==> src/qse_pkg.sv <==
// Shared types and constants of the quoted string escaper.
// Holds the escape plan of one byte and the helpers that spell it out.
// Depends on nothing.
`default_nettype none

package qse_pkg;

	localparam logic [7:0] QUOTE_CHAR     = 8'h27;
	localparam logic [7:0] BACKSLASH_CHAR = 8'h5C;
	localparam logic [7:0] DELETE_CHAR    = 8'h7F;
	localparam logic [7:0] CONTROL_LIMIT  = 8'h20;
	localparam logic [7:0] CHAR_U         = 8'h75;
	localparam logic [7:0] CHAR_ZERO      = 8'h30;
	localparam logic [7:0] CHAR_A_LOWER   = 8'h61;

	// Depth of the plan queue between front and back.
	localparam int QDEPTH   = 4;
	localparam int QPTR_W   = $clog2(QDEPTH);
	localparam int QCOUNT_W = $clog2(QDEPTH + 1);

	// How one input word is to be written out.
	typedef enum logic [1:0] {
		KIND_PASS  = 2'd0,
		KIND_SHORT = 2'd1,
		KIND_UNI   = 2'd2,
		KIND_EMPTY = 2'd3
	} kind_t;

	// Classified word: for KIND_SHORT data holds the escape letter,
	// otherwise the original byte.
	typedef struct packed {
		kind_t      kind;
		logic [7:0] data;
		logic       start;
		logic       stop;
	} plan_t;

	// Lower-case hex digit of a nibble.
	function automatic logic [7:0] hex_digit(input logic [3:0] nib);
		logic [7:0] r;
		if (nib < 4'd10) begin
			r = CHAR_ZERO + {4'd0, nib};
		end else begin
			r = CHAR_A_LOWER + {4'd0, nib} - 8'd10;
		end
		return r;
	endfunction

	// Number of body bytes the plan produces (not counting quotes).
	function automatic logic [2:0] body_len(input kind_t kind);
		logic [2:0] r;
		unique case (kind)
			KIND_PASS:  r = 3'd1;
			KIND_SHORT: r = 3'd2;
			KIND_UNI:   r = 3'd6;
			KIND_EMPTY: r = 3'd0;
		endcase
		return r;
	endfunction

	// Body byte at a given position of the escape.
	function automatic logic [7:0] body_byte(input plan_t p, input logic [2:0] pos);
		logic [7:0] r;
		r = p.data;
		if (p.kind == KIND_SHORT) begin
			r = (pos == 3'd0) ? BACKSLASH_CHAR : p.data;
		end else if (p.kind == KIND_UNI) begin
			unique case (pos)
				3'd0:    r = BACKSLASH_CHAR;
				3'd1:    r = CHAR_U;
				3'd2:    r = CHAR_ZERO;
				3'd3:    r = CHAR_ZERO;
				3'd4:    r = hex_digit(p.data[7:4]);
				default: r = hex_digit(p.data[3:0]);
			endcase
		end
		return r;
	endfunction

endpackage

`default_nettype wire

==> src/qse_front.sv <==
// Front end of the quoted string escaper: accepts input words and classifies them.
// Registers one escape plan and hands it to the plan queue. Depends on qse_pkg.
`default_nettype none

module qse_front (
	input  wire logic          clk,
	input  wire logic          arst_n,
	input  wire logic          in_valid,
	output logic               in_ready,
	input  wire logic [7:0]    in_byte,
	input  wire logic          text_start,
	input  wire logic          text_end,
	input  wire logic          empty_text,
	output logic               push,
	output qse_pkg::plan_t     push_plan,
	input  wire logic          q_full
);
	import qse_pkg::*;

	logic  valid_s1;
	plan_t plan_s1;
	plan_t plan_new;

	// Pick the escape form of the incoming byte.
	always_comb begin
		plan_new.start = text_start;
		plan_new.stop  = text_end;
		plan_new.data  = in_byte;
		plan_new.kind  = KIND_PASS;
		priority if (empty_text) begin
			plan_new.kind = KIND_EMPTY;
		end else if (in_byte == 8'h08) begin
			plan_new.kind = KIND_SHORT;
			plan_new.data = 8'h62;
		end else if (in_byte == 8'h0C) begin
			plan_new.kind = KIND_SHORT;
			plan_new.data = 8'h66;
		end else if (in_byte == 8'h0A) begin
			plan_new.kind = KIND_SHORT;
			plan_new.data = 8'h6E;
		end else if (in_byte == 8'h0D) begin
			plan_new.kind = KIND_SHORT;
			plan_new.data = 8'h72;
		end else if (in_byte == 8'h09) begin
			plan_new.kind = KIND_SHORT;
			plan_new.data = 8'h74;
		end else if (in_byte == 8'h0B) begin
			plan_new.kind = KIND_SHORT;
			plan_new.data = 8'h76;
		end else if (in_byte == BACKSLASH_CHAR || in_byte == QUOTE_CHAR) begin
			plan_new.kind = KIND_SHORT;
		end else if (in_byte < CONTROL_LIMIT || in_byte == DELETE_CHAR) begin
			plan_new.kind = KIND_UNI;
		end else begin
			plan_new.kind = KIND_PASS;
		end
	end

	// The stage moves on when it is empty or its plan enters the queue.
	assign in_ready  = !valid_s1 || !q_full;
	assign push      = valid_s1 && !q_full;
	assign push_plan = plan_s1;

	always_ff @(posedge clk or negedge arst_n) begin
		if (!arst_n) begin
			valid_s1 <= 1'b0;
		end else if (in_ready) begin
			valid_s1 <= in_valid;
		end
	end

	always_ff @(posedge clk) begin
		if (in_ready && in_valid) begin
			plan_s1 <= plan_new;
		end
	end

endmodule

`default_nettype wire

==> src/qse_queue.sv <==
// Short queue of escape plans between the front and the back end.
// Lets either side stall on its own. Depends on qse_pkg.
`default_nettype none

module qse_queue (
	input  wire logic           clk,
	input  wire logic           arst_n,
	input  wire logic           push,
	input  qse_pkg::plan_t      push_plan,
	output logic                full,
	input  wire logic           pop,
	output logic                q_valid,
	output qse_pkg::plan_t      q_plan
);
	import qse_pkg::*;

	plan_t                mem_q [QDEPTH];
	logic [QPTR_W-1:0]    wr_ptr_q;
	logic [QPTR_W-1:0]    rd_ptr_q;
	logic [QCOUNT_W-1:0]  count_q;

	assign full    = (count_q == QCOUNT_W'(QDEPTH));
	assign q_valid = (count_q != '0);
	assign q_plan  = mem_q[rd_ptr_q];

	// Pointer and fill bookkeeping.
	always_ff @(posedge clk or negedge arst_n) begin
		if (!arst_n) begin
			wr_ptr_q <= '0;
			rd_ptr_q <= '0;
			count_q  <= '0;
		end else begin
			if (push) begin
				wr_ptr_q <= wr_ptr_q + 1'b1;
			end
			if (pop) begin
				rd_ptr_q <= rd_ptr_q + 1'b1;
			end
			if (push && !pop) begin
				count_q <= count_q + 1'b1;
			end else if (pop && !push) begin
				count_q <= count_q - 1'b1;
			end
		end
	end

	// Storage of the plans themselves.
	always_ff @(posedge clk) begin
		if (push) begin
			mem_q[wr_ptr_q] <= push_plan;
		end
	end

endmodule

`default_nettype wire

==> src/qse_back.sv <==
// Back end of the quoted string escaper: spells each plan out byte by byte.
// Drives the registered output words. Depends on qse_pkg.
`default_nettype none

module qse_back (
	input  wire logic        clk,
	input  wire logic        arst_n,
	input  wire logic        q_valid,
	input  qse_pkg::plan_t   q_plan,
	output logic             pop,
	output logic             out_valid,
	input  wire logic        out_ready,
	output logic [7:0]       out_byte,
	output logic             run_last,
	output logic             literal_end
);
	import qse_pkg::*;

	logic [2:0] idx_q;
	logic       valid_q;
	logic [7:0] byte_q;
	logic       last_q;
	logic       lit_q;

	logic       load;
	logic [2:0] pos;
	logic [2:0] len;
	logic [3:0] total;
	logic [7:0] cur_byte;
	logic       cur_last;
	logic       cur_lit;

	assign load = q_valid && (!valid_q || out_ready);
	assign pop  = load && cur_last;

	// Byte at the current position: opening quote, body, closing quote.
	always_comb begin
		len   = body_len(q_plan.kind);
		pos   = idx_q - {2'd0, q_plan.start};
		total = {1'b0, len} + {3'd0, q_plan.start} + {3'd0, q_plan.stop};
		if (q_plan.kind == KIND_EMPTY) begin
			cur_byte = QUOTE_CHAR;
			cur_last = (idx_q == 3'd1);
			cur_lit  = cur_last;
		end else begin
			cur_last = ({1'b0, idx_q} == total - 4'd1);
			cur_lit  = 1'b0;
			if (q_plan.start && idx_q == 3'd0) begin
				cur_byte = QUOTE_CHAR;
			end else if (pos < len) begin
				cur_byte = body_byte(q_plan, pos);
			end else begin
				cur_byte = QUOTE_CHAR;
				cur_lit  = 1'b1;
			end
		end
	end

	// Position counter and output valid.
	always_ff @(posedge clk or negedge arst_n) begin
		if (!arst_n) begin
			idx_q   <= '0;
			valid_q <= 1'b0;
		end else begin
			if (load) begin
				idx_q <= cur_last ? 3'd0 : idx_q + 3'd1;
			end
			if (load) begin
				valid_q <= 1'b1;
			end else if (out_ready) begin
				valid_q <= 1'b0;
			end
		end
	end

	always_ff @(posedge clk) begin
		if (load) begin
			byte_q <= cur_byte;
			last_q <= cur_last;
			lit_q  <= cur_lit;
		end
	end

	assign out_valid   = valid_q;
	assign out_byte    = byte_q;
	assign run_last    = last_q;
	assign literal_end = lit_q;

endmodule

`default_nettype wire

==> src/quoted_string_escaper_unit.sv <==
// Top level of the quoted string escaper: front end, plan queue and back end.
// Depends on qse_pkg, qse_front, qse_queue and qse_back.
//
// Turns a stream of UTF-8 bytes, one per input word, into a single-quoted
// literal. An opening apostrophe precedes a word marked as start of text, a
// closing apostrophe follows one marked as end (tlast). Control escapes
// (\b \f \n \r \t \v \\ \') take two bytes, other bytes below 0x20 and 0x7F
// take six (\u00xx, lower-case hex), everything else passes as is; an empty
// text word yields two apostrophes. One input word is taken per cycle while
// the queue has room, and the output emits one byte per cycle while it is
// ready, so a word produces one to eight output bytes; the byte counter of
// the back end steps through them, and a four-entry queue absorbs the
// difference. With the queue empty and the output register free, a word
// passes the front stage register, the queue and the output register in turn.
`default_nettype none

module quoted_string_escaper_unit (
	input  wire logic       clk,
	input  wire logic       arst_n,
	input  wire logic       s_axis_tvalid,
	output logic            s_axis_tready,
	input  wire logic [7:0] s_axis_tdata,  // [7:0] in_byte
	input  wire logic       s_axis_tlast,  // text_end
	input  wire logic [1:0] s_axis_tuser,  // [0] text_start, [1] empty_text
	output logic            m_axis_tvalid,
	input  wire logic       m_axis_tready,
	output logic [7:0]      m_axis_tdata,  // [7:0] out_byte
	output logic            m_axis_tlast,  // literal_end
	output logic            m_axis_tuser   // [0] run_last
);
	import qse_pkg::*;

	logic  push;
	plan_t push_plan;
	logic  q_full;
	logic  pop;
	logic  q_valid;
	plan_t q_plan;

	// Classify incoming words.
	qse_front u_front (
		.clk        (clk),
		.arst_n     (arst_n),
		.in_valid   (s_axis_tvalid),
		.in_ready   (s_axis_tready),
		.in_byte    (s_axis_tdata),
		.text_start (s_axis_tuser[0]),
		.text_end   (s_axis_tlast),
		.empty_text (s_axis_tuser[1]),
		.push       (push),
		.push_plan  (push_plan),
		.q_full     (q_full)
	);

	// Buffer plans between the two ends.
	qse_queue u_queue (
		.clk       (clk),
		.arst_n    (arst_n),
		.push      (push),
		.push_plan (push_plan),
		.full      (q_full),
		.pop       (pop),
		.q_valid   (q_valid),
		.q_plan    (q_plan)
	);

	// Emit the escaped bytes.
	qse_back u_back (
		.clk         (clk),
		.arst_n      (arst_n),
		.q_valid     (q_valid),
		.q_plan      (q_plan),
		.pop         (pop),
		.out_valid   (m_axis_tvalid),
		.out_ready   (m_axis_tready),
		.out_byte    (m_axis_tdata),
		.run_last    (m_axis_tuser),
		.literal_end (m_axis_tlast)
	);

endmodule

`default_nettype wire
==> config.mk <==
export PLATFORM = sky130hd
export DESIGN_NAME = quoted_string_escaper_unit
export DESIGN_NICKNAME = d
export VERILOG_FILES = /design/src/qse_pkg.sv /design/src/qse_front.sv /design/src/qse_queue.sv /design/src/qse_back.sv /design/src/quoted_string_escaper_unit.sv
export SDC_FILE = /design/constraint.sdc
export NUM_CORES = 1
export LEC_CHECK = 0
export ABC_AREA = 1
export ABC_CLOCK_PERIOD_IN_PS = 4150
export CAP_MARGIN = 30
export CORE_UTILIZATION = 50
export CTS_BUF_LIST = sky130_fd_sc_hd__clkbuf_8
export DETAILED_ROUTE_END_ITERATION = 10
export DONT_BUFFER_PORTS = 1
export HOLD_SLACK_MARGIN = 0.12
export PLACE_DENSITY_LB_ADDON = 0.25
export SETUP_SLACK_MARGIN = 0.3
export SYNTH_ARGS = -nofsm -noshare
export SYNTH_HDL_FRONTEND = slang
export SYNTH_SLANG_ARGS = --single-unit
==> constraint.sdc <==
create_clock -name clk -period 4.15 [get_ports clk]
set_input_delay 0.415 -clock clk [delete_from_list [all_inputs] [get_ports clk]]
set_output_delay 0.415 -clock clk [all_outputs]
set_load 0.01 [all_outputs]
# [Yosys cells after proc, flatten, opt, wreduce, memory -nomap -nowiden]
# Memory sizes are Yosys's and may differ from the RTL's.
# Index checks and enable logic that the tools add are counted.
[classes] magnitude_cmp=4 n_addsub=15 n_eq_ne=19 mux=28 bitwise=1 reduce_logical=25
[op_table] operator="$mux W8" n=7
[op_table] operator="$mux W10" n=5
[op_table] operator="$eq A8 B4 Y1 const B" n=6
[op_table] operator="$pmux W8 S4" n=1
[op_table] operator="$add A7 B4 Y8 const A" n=2
[op_table] operator="$eq A8 B7 Y1 const B" n=2
[op_table] operator="$sub A8 B4 Y8 const B" n=2
[op_table] operator="$add A6 B4 Y7 const A" n=2
[op_table] operator="$pmux W3 S4" n=1
[op_table] operator="$mux W3" n=3
[op_table] operator="$eq A8 B6 Y1 const B" n=1
[op_table] operator="$lt A4 B4 Y1 const B" n=2
[op_table] operator="$lt A8 B6 Y1 const B" n=1
[op_table] operator="$mux W1" n=8
[op_table] operator="$reduce_or A8 Y1" n=1
[op_table] operator="$logic_and A1 B1 Y1" n=7
[op_table] operator="$add A3 B1 Y3 const B" n=2
[op_table] operator="$eq A3 B1 Y1 const B" n=2
[op_table] operator="$eq A3 B2 Y1 const B" n=2
[op_table] operator="$eq A3 B3 Y1 const B" n=2
[op_table] operator="$logic_not A3 Y1" n=2
[op_table] operator="$mux W2" n=3
[op_table] operator="$logic_not A1 Y1" n=5
[op_table] operator="$add A2 B1 Y2 const B" n=2
[op_table] operator="other kinds (16)" n=21
[word_totals] input_bits=15 out_inout_bits=12 ramBits=48 n_memories=1 reg_bits=34 elab_cells=107
[mem_list] memory="u_queue.mem_q" depth=4 word_bits=12 rd=1 rd_ports_with_merged_regs=0 write_ports=1 line_no="qse_queue.sv:17" source="plan_t mem_q [QDEPTH];"

# [Longest topological paths before layout]
# Gate-level depths: netlist of run 1.
# An unclocked memory read counts as a cell.
[depth] word_depth=12 ltp_mapped=24 depth_no_buf=22

# [Modules after synthesis]
# A second synthesis of run 1 with hierarchy kept.
[unflattened] hier_cells=472 area_unflattened_um2=4493.1
[modules_own_cells] mod="qse_queue" instances=1 cells_each=189 area_each_um2=2349.8 seq_area_each_um2=1616.6
[modules_own_cells] mod="qse_back" instances=1 cells_each=185 area_each_um2=1346.3 seq_area_each_um2=400.4
[modules_own_cells] mod="qse_front" instances=1 cells_each=98 area_each_um2=797.0 seq_area_each_um2=385.4

# [Worst setup path after synthesis of run 1]
# Ideal clock, no wire load.
[synth_timing] kind="register -> register" from="reg u_queue.rd_ptr_q[0]" to="reg u_queue.count_q[1]" slack_ns=0.064 t_arrival_ns=3.961 setup_ns=0.125 t_required_ns=4.025 stages_incl_launch_ff=23 n_path_buf=3 synth_period_minus_slack_ns=4.086 path_cell_list="dfrtp_1 buf_6 buf_8 buf_6 nand2_1 a32oi_1 inv_1 ha_1 inv_1 ha_1 inv_1 ha_1 fa_1 nand2_1 nand2_1 nor3_1 nand3_1 nand2_1 nand2_1 ha_1 inv_1 fa_1 mux2_2"
[synth_via] elab_chain_cells=12 elab_cells_between_ends=17 cone_classes="add/sub: 3; eq/ne: 4; mux: 3; reduce/logical: 6; memory: 1"
[synth_rtl] element="start: declaration" line_no="qse_queue.sv:19" source="logic [QPTR_W-1:0] rd_ptr_q;"
[synth_rtl] element="start signal: assignment" line_no="qse_queue.sv:37" source="rd_ptr_q <= rd_ptr_q + 1'b1;"
[synth_rtl] element="$mem_v2 Z4 W12 (*)"
[synth_rtl] element="$eq A2 B2 Y1, or another cell as far along" line_no="qse_pkg.sv:52, qse_back.sv:41"
[synth_rtl] element="$pmux W3 S4" line_no="qse_pkg.sv:52" source="unique case (kind)"
[synth_rtl] element="$add A3 B1 Y4" line_no="qse_back.sv:40" source="total = {1'b0, len} + {3'd0, q_plan.start} + {3'd0, q_plan.stop};"
[synth_rtl] element="$add A4 B1 Y4" line_no="qse_back.sv:40"
[synth_rtl] element="$sub A4 B1 Y4" line_no="qse_back.sv:46" source="cur_last = ({1'b0, idx_q} == total - 4'd1);"
[synth_rtl] element="$eq A3 B4 Y1" line_no="qse_back.sv:46"
[synth_rtl] element="$mux W1 (*)" line_no="qse_back.sv:41" source="if (q_plan.kind == KIND_EMPTY) begin"
[synth_rtl] element="named net u_back.cur_last" line_no="qse_back.sv:30" source="logic cur_last;"
[synth_rtl] element="$logic_and A1 B1 Y1 (*)" line_no="qse_back.sv:34" source="assign pop = load && cur_last;"
[synth_rtl] element="$logic_not A1 Y1" line_no="qse_queue.sv:39" source="if (push && !pop) begin"
[synth_rtl] element="$logic_and A1 B1 Y1" line_no="qse_queue.sv:39"
[synth_rtl] element="$mux W3 / $reduce_bool A2 Y1 (equally long branches)"
[synth_rtl] element="end signal: assignment" line_no="qse_queue.sv:40" source="count_q <= count_q + 1'b1;"
[synth_rtl] element="end signal: assignment" line_no="qse_queue.sv:42" source="count_q <= count_q - 1'b1;"
[synth_rtl] element="end: declaration" line_no="qse_queue.sv:20" source="logic [QCOUNT_W-1:0] count_q;"
# The timed path passes the listed nets; every way through them passes the cells marked *.
# A chain may end at the register's enable or synchronous reset.

# [Worst setup path after layout of run 1]
# Ends and elaborated chain as after synthesis.

==> metrics, run 1 <==
status=complete, no violations; fmax=267 MHz; CP max stage delay=0.53 ns; final setup TNS=0 ns; vias=2872; wire length per cell=14.2 µm; RSZ-0062 raised after global routing=false; Power Dens Cells=910 nW/µm²; global route hottest layer=met2; reg2reg setup slack=approximately 0.40 ns; Initial Utilization=a little over half; Rows=33; net count after synthesis=465; later-pin clock latency in the skew report=between 0.3 and 0.4 ns; area delta synth->final=11.2%; Final Critical Period=between 3 and 4 ns; vias in the first global route=2867; DRT Pass-1 Iters=4; post-synthesis sequential area ratio=a little under three fifths; # H-tree levels=3; clock-pin slew on the worst setup and hold paths=0.09 ns; Max-cap violations=0; antenna-violating nets left=0; Critical-path top delay cell=fa_2; # port buffers=0; met1 usage=roughly a quarter; syn_area_per_cell=10.2 µm²; most used cell, CP=inv_2; placed instance count=531; GP Congestion=0.870; leakage=2.05 nW; Inserted Diodes=0; worst-path maximum fanout=7; Clock Tree Root=clkbuf_8; die area=9050 µm²; CTS tree=yes; nets=between 400 and 500; commonest non-fill, non-tap cell in the layout=nand2_1; antenna violations before repair=0; crit share post-route=between 90% and 100%; Max-Slew Margin vs Limit=37.7%; first-pass GRT wire length=~13000 µm; delay-heaviest family, CP=adder cells; Critical Path AT=3.99 ns; synthesized cell area=4340 µm²; CP endpoint kind=flop; core region area=between 8000 and 9000 µm²; Yosys reg bits=slightly above 80; GR met2 Demand/Resource=33.0%; initial drt markers=148; Netlist cell types=43; layout cells sized above 1=between 10% and 20%; drt via density=5.13; Setup Viol. Count Final=0; global route overflow=0; Bufs and invs on worst path=5; TritonCTS Buffers=9; Post-Route WL=7960 µm; CTS max path bufs=2; WS Path Type=flop to flop; met3 Use GR=4.70%; DRC=0; largest net degree at the start of global routing=20; Worst setup SP type=flop; Setup Skew=between 0.01 and 0.015 ns; Non-Filler Instances=560; CTS Sinks=82; HP Class=input pin to flop; total track usage=19.3%; Hold Vio Cnt, Final=0; worst ir drop on vdd=0.338 mV; DP HPWL=5730 µm; Die Y=95.1 µm; Worst-Margin Slew=0.935 ns; most frequent cells in the layout=nand2_1 (106), edfxtp_1 (70), inv_1 (45); Die X=between 90 and 100 µm; Synth Warn #=0; Mapped Cells=425; worst path cell trace=buf_6, a21oi_2, a32oi_2, inv_2, ha_2, inv_1, ha_1, inv_2, ha_4, fa_2, o21ai_1, nor3_1, nand3_1, nand2_2, nand2_4, ha_4, inv_2, fa_1, mux2_2; Data required, critical path=4.39 ns; IO Pins=27; max-slew violation count=0
stage by stage:
stage          total power, mW  area [µm²]  setup slack [ns]  hold slack [ns]  util (%)
2_1_floorplan             3.16        4380             0.311            0.119         -
3_3_place_gp              3.50        4470             0.221            0.120      53.9
3_5_place_dp              3.61        4490            0.0441            0.120      54.1
4_1_cts                   4.28        4750             0.303            0.144      57.3
5_1_grt                   4.79        4820             0.281            0.132      58.1
6_report                  4.39        4820             0.405            0.157      58.1
what timing repair did:
action | 4_1_cts | 5_1_grt
hold buffers | 1 | 0
resized for setup | 8 | 4
endpoints found under the hold margin | 12 | 0
setup endpoints to repair | 2 | 2
pin swaps | 1 | 5
setup buffers | 3 | 8
gates cloned | 1 | 0
logic make-up (layout without fill, tap and decap cells):
kind of cell,Yosys count,count (layout),synth area share (%)
AND/OR/NAND/NOR,205,205,21.9
flip-flops,82,82,55.4
buffers and inverters,61,91,6.84
AO/OA/AOI/OAI,43,43,6.23
adder cells (fa/ha/maj),25,25,7.73
XOR/XNOR,8,8,1.62
multiplexers,1,1,0.260
power breakdown:
part           switching, mW  total [mW]  internal (mW)
Combinational           1.48        2.45          0.965
Sequential             0.141        1.36           1.22
Clock                  0.292       0.587          0.295
Total                   1.91        4.39           2.48
synth_stat cells, drive strengths merged:
library cell  instances  area (µm²)
nand2               122         513
or2                   3        18.8
clkinv                2        10.0
inv                  51         199
clkbuf                1        3.75
xnor2                 3        26.3
xor2                  5        43.8
a32oi                 2        17.5
o21ai                22         118
nor3                  4        20.0
a21o                  1        7.51
nand4                 5        31.3
a32o                  1        10.0
fa                    3        60.1
o22ai                 2        18.8
ha                   22         275
mux2                  1        11.3
dfrtp                12         300
nand3b                1        7.51
o211ai                3        27.5
a21oi                10        57.6
a31oi                 1        6.26
nand3                39         238
buf                   7        83.8
nor2                 31         124
a22oi                 1        7.51
edfxtp               70        2100
worst paths after layout:
path	from	end	depth (start not counted)
min in group asynchronous	arst_n	u_back.idx_q[0]$_DFFE_PN0P_	1
worst max-delay path	u_queue.rd_ptr_q[0]$_DFFE_PN0P_	u_queue.count_q[1]$_DFFE_PN0P_	19
worst max register to register	u_queue.rd_ptr_q[0]$_DFFE_PN0P_	u_queue.count_q[1]$_DFFE_PN0P_	19
worst min register to register	u_front.push_plan[10]$_SDFFCE_PP1P_	u_queue.mem_q[1][10]$_DFFE_PP_	0
worst min-delay path	s_axis_tuser[0]	u_front.push_plan[1]$_DFFE_PP_	0
max in group asynchronous	arst_n	u_queue.rd_ptr_q[0]$_DFFE_PN0P_	1
cell type report:
type / instances / area [µm²]
inverter: 53 / 211
clock buffer: 10 / 138
timing repair buffer: 21 / 164
sequential: 82 / 2400
timing repair inverter: 1 / 6.26
fill: 703 / 3470
clock inverter: 6 / 65.1
tap: 105 / 131
multi-input combinational: 282 / 1710
sequential cells by signal, summed over array words and instances (netlist names):
register	cells
u_front.valid_s1	1
u_back.idx_q	3
u_back.literal_end	1
u_queue.wr_ptr_q	2
u_queue.mem_q	48
u_front.push_plan	12
u_queue.rd_ptr_q	2
u_back.run_last	1
u_back.out_byte	8
u_queue.count_q	3
u_back.out_valid	1
layer usage:
| metal | vias up | wire, µm |
|---|---|---|
| met3 | 11 | 219 |
| met5 | - | 0 |
| met1 | 1339 | 3650 |
| met2 | 48 | 3970 |
| met4 | 0 | 119 |
| li1 | 1474 | - |
Note: power is estimated with default switching activity, not from simulation.
==> inputs of run 2 (changes only) <==
--- a/config.mk
+++ b/config.mk
@@ -6,7 +6,7 @@
 export NUM_CORES = 1
 export LEC_CHECK = 0
 export ABC_AREA = 1
-export ABC_CLOCK_PERIOD_IN_PS = 4150
+export ABC_CLOCK_PERIOD_IN_PS = 3200
 export CAP_MARGIN = 30
 export CORE_UTILIZATION = 50
 export CTS_BUF_LIST = sky130_fd_sc_hd__clkbuf_8
==> constraint.sdc (replaced) <==
create_clock -name clk -period 3.2 [get_ports clk]
set_input_delay 0.32 -clock clk [delete_from_list [all_inputs] [get_ports clk]]
set_output_delay 0.32 -clock clk [all_outputs]
set_load 0.01 [all_outputs]
==> metrics, run 2 (synthesis results as in run 1) <==
crit share post-route=112%; Bufs and invs on worst path=6; CP max stage delay=0.57 ns; Critical-path top delay cell=fa_2; fmax=279 MHz; Inserted Diodes=0; wire length per cell=14.1 µm; largest net degree at the start of global routing=20; GP Congestion=0.824; max reg flops=48; commonest non-fill, non-tap cell in the layout=nand2_1; first-pass GRT wire length=13400 µm; Register-to-Register Path Depth=20; Design Area, Final=5270 µm²; DRC=0; PnR worst setup slack=-0.389 ns; CTS max path bufs=2; area delta synth->final=21.5%; fillcell total=626; vias=2997; later-pin clock latency in the skew report=roughly 0.36 ns; most used cell, CP=ha_4; Final Critical Period=3.59 ns; IO Pins=27; Critical Path AT=3.84 ns; initial drt markers=114; Rows=33; Worst setup SP type=flop; Post-Route WL=8230 µm; drt via density=5.14; core region area=8300 µm²; die area=9050 µm²; RSZ-0062 raised after global routing=true; Biggest register=u_queue.mem_q; most frequent cells in the layout=nand2_1 (99), edfxtp_1 (70), inv_1 (43); Die X=between 90 and 100 µm; WS Path Type=flop to flop; # port buffers=0; Die Y=95.1 µm; placed inst area=between 4000 and 5000 µm²; HP Class=input pin to flop; multi-input logic area=1870 µm²; DP HPWL=5480 µm; placed instance count=547; violated checks=setup timing; worst hold stages=2; antenna violations before repair=0; CP endpoint kind=flop; antenna-violating nets left=0; nets=514; layout cells sized above 1=27.6%; max-slew violation count=0; worst-path maximum fanout=6; Data required, critical path=3.45 ns; Max-Slew Margin vs Limit=36.4%; Max-cap violations=0; Hold Vio Cnt, Final=0; number of stages on the worst setup path=20; worst path cell trace=buf_12, clkinv_8, nand2_4, a32oi_4, inv_2, ha_4, inv_4, ha_4, inv_4, ha_4, fa_2, o21ai_1, nor3_2, nand3_1, nand2_2, nand2_4, ha_4, inv_4, fa_2, mux2_2; Setup Viol. Count Final=12; status=finished, violations left; TritonCTS Buffers=9; CTS tree=yes; CTS Sinks=82; DRT Pass-1 Iters=4; # H-tree levels=3; Initial Utilization=52.3%; register area=2400 µm²; vias in the first global route=2896; global route overflow=0; total track usage=just under 20%; clock-pin slew on the worst setup and hold paths=0.09 ns; Setup Skew=between 0.015 and 0.02 ns; delay-heaviest family, CP=adder cells; Clock Tree Root=clkbuf_8; Core Util, Final=63.5%; Non-Filler Instances=between 500 and 600; Worst-Margin Slew=0.955 ns
==> run 2: changes by cell type in the layout (fill, tap and decap cells not counted), moves of 3 or more <==
cell	before	now
dlygate4sd3_1	1	5
nand2_4	5	9
ha_1	19	15
buf_4	19	35
ha_4	2	5
nand2_2	11	14
nor2_2	3	6
a21oi_1	7	3
nand2_1	106	99
nor2_1	28	25
==> run 2: path summary, 6_finish.rpt <==
check,start,end,slack (ns)
min in group asynchronous,arst_n,u_back.idx_q[1]$_DFFE_PN0P_,0.40
max reg2reg,u_queue.rd_ptr_q[0]$_DFFE_PN0P_,u_queue.count_q[1]$_DFFE_PN0P_,-0.39
min,s_axis_tdata[6],u_front.push_plan[8]$_DFFE_PP_,0.17
max,u_queue.rd_ptr_q[0]$_DFFE_PN0P_,u_queue.count_q[1]$_DFFE_PN0P_,-0.39
min reg2reg,u_front.push_plan[0]$_DFFE_PP_,u_queue.mem_q[0][0]$_DFFE_PP_,0.49
max in group asynchronous,arst_n,u_front.valid_s1$_DFFE_PN0N_,2.41
==> run 2: worst register-to-register path, cell delays in order, from the launching register on <==
cell and delay (ns):
dfrtp_1 0.38, buf_12 0.15, clkinv_8 0.09, nand2_4 0.07, a32oi_4 0.10, inv_2 0.10
ha_4 0.15, inv_4 0.03, ha_4 0.26, inv_4 0.03, ha_4 0.15, fa_2 0.57
o21ai_1 0.08, nor3_2 0.11, nand3_1 0.12, nand2_2 0.12, nand2_4 0.06, ha_4 0.20
inv_4 0.05, fa_2 0.40, mux2_2 0.26
==> run 2: metrics by stage <==
| stage | setup TNS, ns | hold slack (ns) | setup slack [ns] |
|---|---|---|---|
| finish | -1.62 | 0.170 | -0.389 |
| global route | -3.46 | 0.170 | -0.552 |
| CTS | -0.906 | 0.154 | -0.388 |
| detailed placement | -2.94 | 0.0246 | -0.410 |
| global placement | -2.19 | 0.0246 | -0.349 |
| floorplan | -0.986 | 0.0244 | -0.534 |
==> run 2: what timing repair did <==
item,in CTS,in global routing
hold endpoints to repair,16,0
hold buffers,5,0
resized for setup,19,17
setup buffers,9,6
gates cloned,1,0
pin swaps,15,14
setup endpoints to repair,14,18
==> run 2: per-layer routing <==
metal / part of all wire [%] / vias to the layer above / GRT usage [%]
met5: 0 / - / 0
met4: 1.6 / 0 / 5.68
met1: 45 / 1411 / 25.2
li1: - / 1518 / -
met3: 2.8 / 11 / 4.31
met2: 50 / 57 / 33.7
==> run 2: area by class of cell <==
cell class	instances	area share [%]
Clock buffer	9	2.35
Clock inverter	6	1.71
Inverter	53	4.32
Multi-Input combinational cell	282	35.6
Sequential cell	82	45.6
Tap cell	105	2.49
Timing Repair Buffer	46	7.96
Power of run 2 is not shown: default switching activity piles up to over one toggle a cycle in this logic, so the estimate is an artifact.
==> inputs of run 3 (changes only) <==
--- a/config.mk
+++ b/config.mk
@@ -13,7 +13,7 @@
 export DETAILED_ROUTE_END_ITERATION = 10
 export DONT_BUFFER_PORTS = 1
 export HOLD_SLACK_MARGIN = 0.12
-export PLACE_DENSITY_LB_ADDON = 0.25
+export PLACE_DENSITY_LB_ADDON = 0.2
 export SETUP_SLACK_MARGIN = 0.3
 export SYNTH_ARGS = -nofsm -noshare
 export SYNTH_HDL_FRONTEND = slang
==> metrics, run 3 (synthesis results as in run 1) <==
fmax=281 MHz; Hold Vio Cnt, Final=0; initial drt markers=96; Worst setup SP type=flop; Register-to-Register Path Depth=21; CTS max path bufs=2; Worst-Margin Slew=0.931 ns; Setup Skew=0.0182 ns; register area=around 2400 µm²; TritonCTS Buffers=9; Biggest register=u_queue.mem_q; antenna violations before repair=0; Post-Route WL=slightly below 8000 µm; wire length per cell=approximately 13 µm; PnR worst setup slack=-0.358 ns; later-pin clock latency in the skew report=0.35 ns; max reg flops=48; Max-Slew Margin vs Limit=37.9%; CTS Sinks=82; clock-pin slew on the worst setup and hold paths=approximately 0.090 ns; Fin Hold WS=0.174 ns; Critical Path AT=about 3.8 ns; most frequent cells in the layout=nand2_1 (99), edfxtp_1 (70), inv_1 (45); most used cell, CP=ha_4; violated checks=setup timing; crit share post-route=111%; IO Pins=27; GP Congestion=0.861; fillcell total=about 660; drt via density=between 5 and 6; placed inst area=4710 µm²; multi-input logic area=1870 µm²; global route overflow=0; die area=9050 µm²; vias in the first global route=2833; worst path cell trace=buf_12, clkinv_8, nand2_4, a32oi_2, inv_2, ha_4, inv_4, ha_4, inv_4, ha_4, fa_2, nand2_1, nand2_1, nor3_2, nand3_1, nand2_2, nand2_4, ha_4, inv_4, fa_2, mux2_2; area delta synth->final=20.1%; layout cells sized above 1=26.5%; first-pass GRT wire length=about 13000 µm; total track usage=19.0%; CTS tree=yes; worst-path maximum fanout=7; RSZ-0062 raised after global routing=true; commonest non-fill, non-tap cell in the layout=nand2_1; core region area=between 8000 and 9000 µm²; Initial Utilization=52.3%; nets=511; Clock Tree Root=clkbuf_8; Max-cap violations=0; WS Path Type=flop to flop; DRT Pass-1 Iters=4; # port buffers=0; Rows=33; CP endpoint kind=flop; number of stages on the worst setup path=21; delay-heaviest family, CP=adder cells; status=finished, violations left; Inserted Diodes=0; DRC=0; largest net degree at the start of global routing=20; Design Area, Final=5210 µm²; DP HPWL=5650 µm; # H-tree levels=3; reg2reg setup slack=-0.36 ns; Final Critical Period=around 3.6 ns; antenna-violating nets left=0; Die Y=about 95 µm; Critical-path top delay cell=fa_2; Bufs and invs on worst path=6; Data required, critical path=3.44 ns; Core Util, Final=62.8%; Setup Viol. Count Final=6; vias=2934; max-slew violation count=0; HP Class=input pin to flop; CP max stage delay=0.44 ns; Die X=95.1 µm; worst hold stages=2
==> run 3: worst reg2reg max path: cells and delay by family (launching register included) <==
family	cells	cell delay [ns]
AND/OR/NAND/NOR	7	0.61
buffers and inverters	6	0.44
multiplexers	1	0.27
AO/OA/AOI/OAI	1	0.20
adder cells (fa/ha/maj)	6	1.53
flip-flops	1	0.41
==> run 3: timing repair <==
item / in CTS / in global routing
hold buffers: 5 / 0
buffers inserted: 7 / 6
hold endpoints to repair: 16 / 0
resized for setup: 18 / 16
pin swaps: 10 / 12
setup endpoints to repair: 14 / 17
gates cloned: 0 / 0
==> run 3: per-stage QoR <==
step           setup TNS [ns]  setup WS [ns]  instances
2_1_floorplan          -0.986         -0.534        425
3_3_place_gp           -0.617         -0.357        547
3_5_place_dp            -1.16         -0.433        547
4_1_cts                -0.675         -0.381        575
5_1_grt                 -2.47         -0.506        581
6_report               -0.790         -0.358        581
==> run 3: metal layers <==
metal  wire, µm  part of all wire [%]  track usage, %  vias up
met1       3500                    45            24.0     1380
met4         93                   1.2            6.06        0
met3        212                   2.7            4.31        8
met5          0                     0               0        -
met2       3960                    51            32.1       36
li1           -                     -               -     1510
==> run 3: path summary, 6_finish.rpt <==
path,start,to
max,u_queue.rd_ptr_q[0]$_DFFE_PN0P_,u_queue.count_q[1]$_DFFE_PN0P_
min in group asynchronous,arst_n,u_back.idx_q[2]$_DFFE_PN0P_
max reg2reg,u_queue.rd_ptr_q[0]$_DFFE_PN0P_,u_queue.count_q[1]$_DFFE_PN0P_
min,s_axis_tdata[6],u_front.push_plan[8]$_DFFE_PP_
min reg2reg,u_front.push_plan[0]$_DFFE_PP_,u_queue.mem_q[3][0]$_DFFE_PP_
max in group asynchronous,arst_n,u_queue.count_q[0]$_DFFE_PN0P_
==> run 3: final cells by class <==
cell class	count	area share (%)
Sequential cell	82	46.1
Multi-Input combinational cell	282	35.9
Timing Repair Buffer	43	7.04
Inverter	53	4.37
Tap cell	105	2.52
Clock buffer	9	2.38
Clock inverter	7	1.68
Power of run 3 is left out for the same reason.
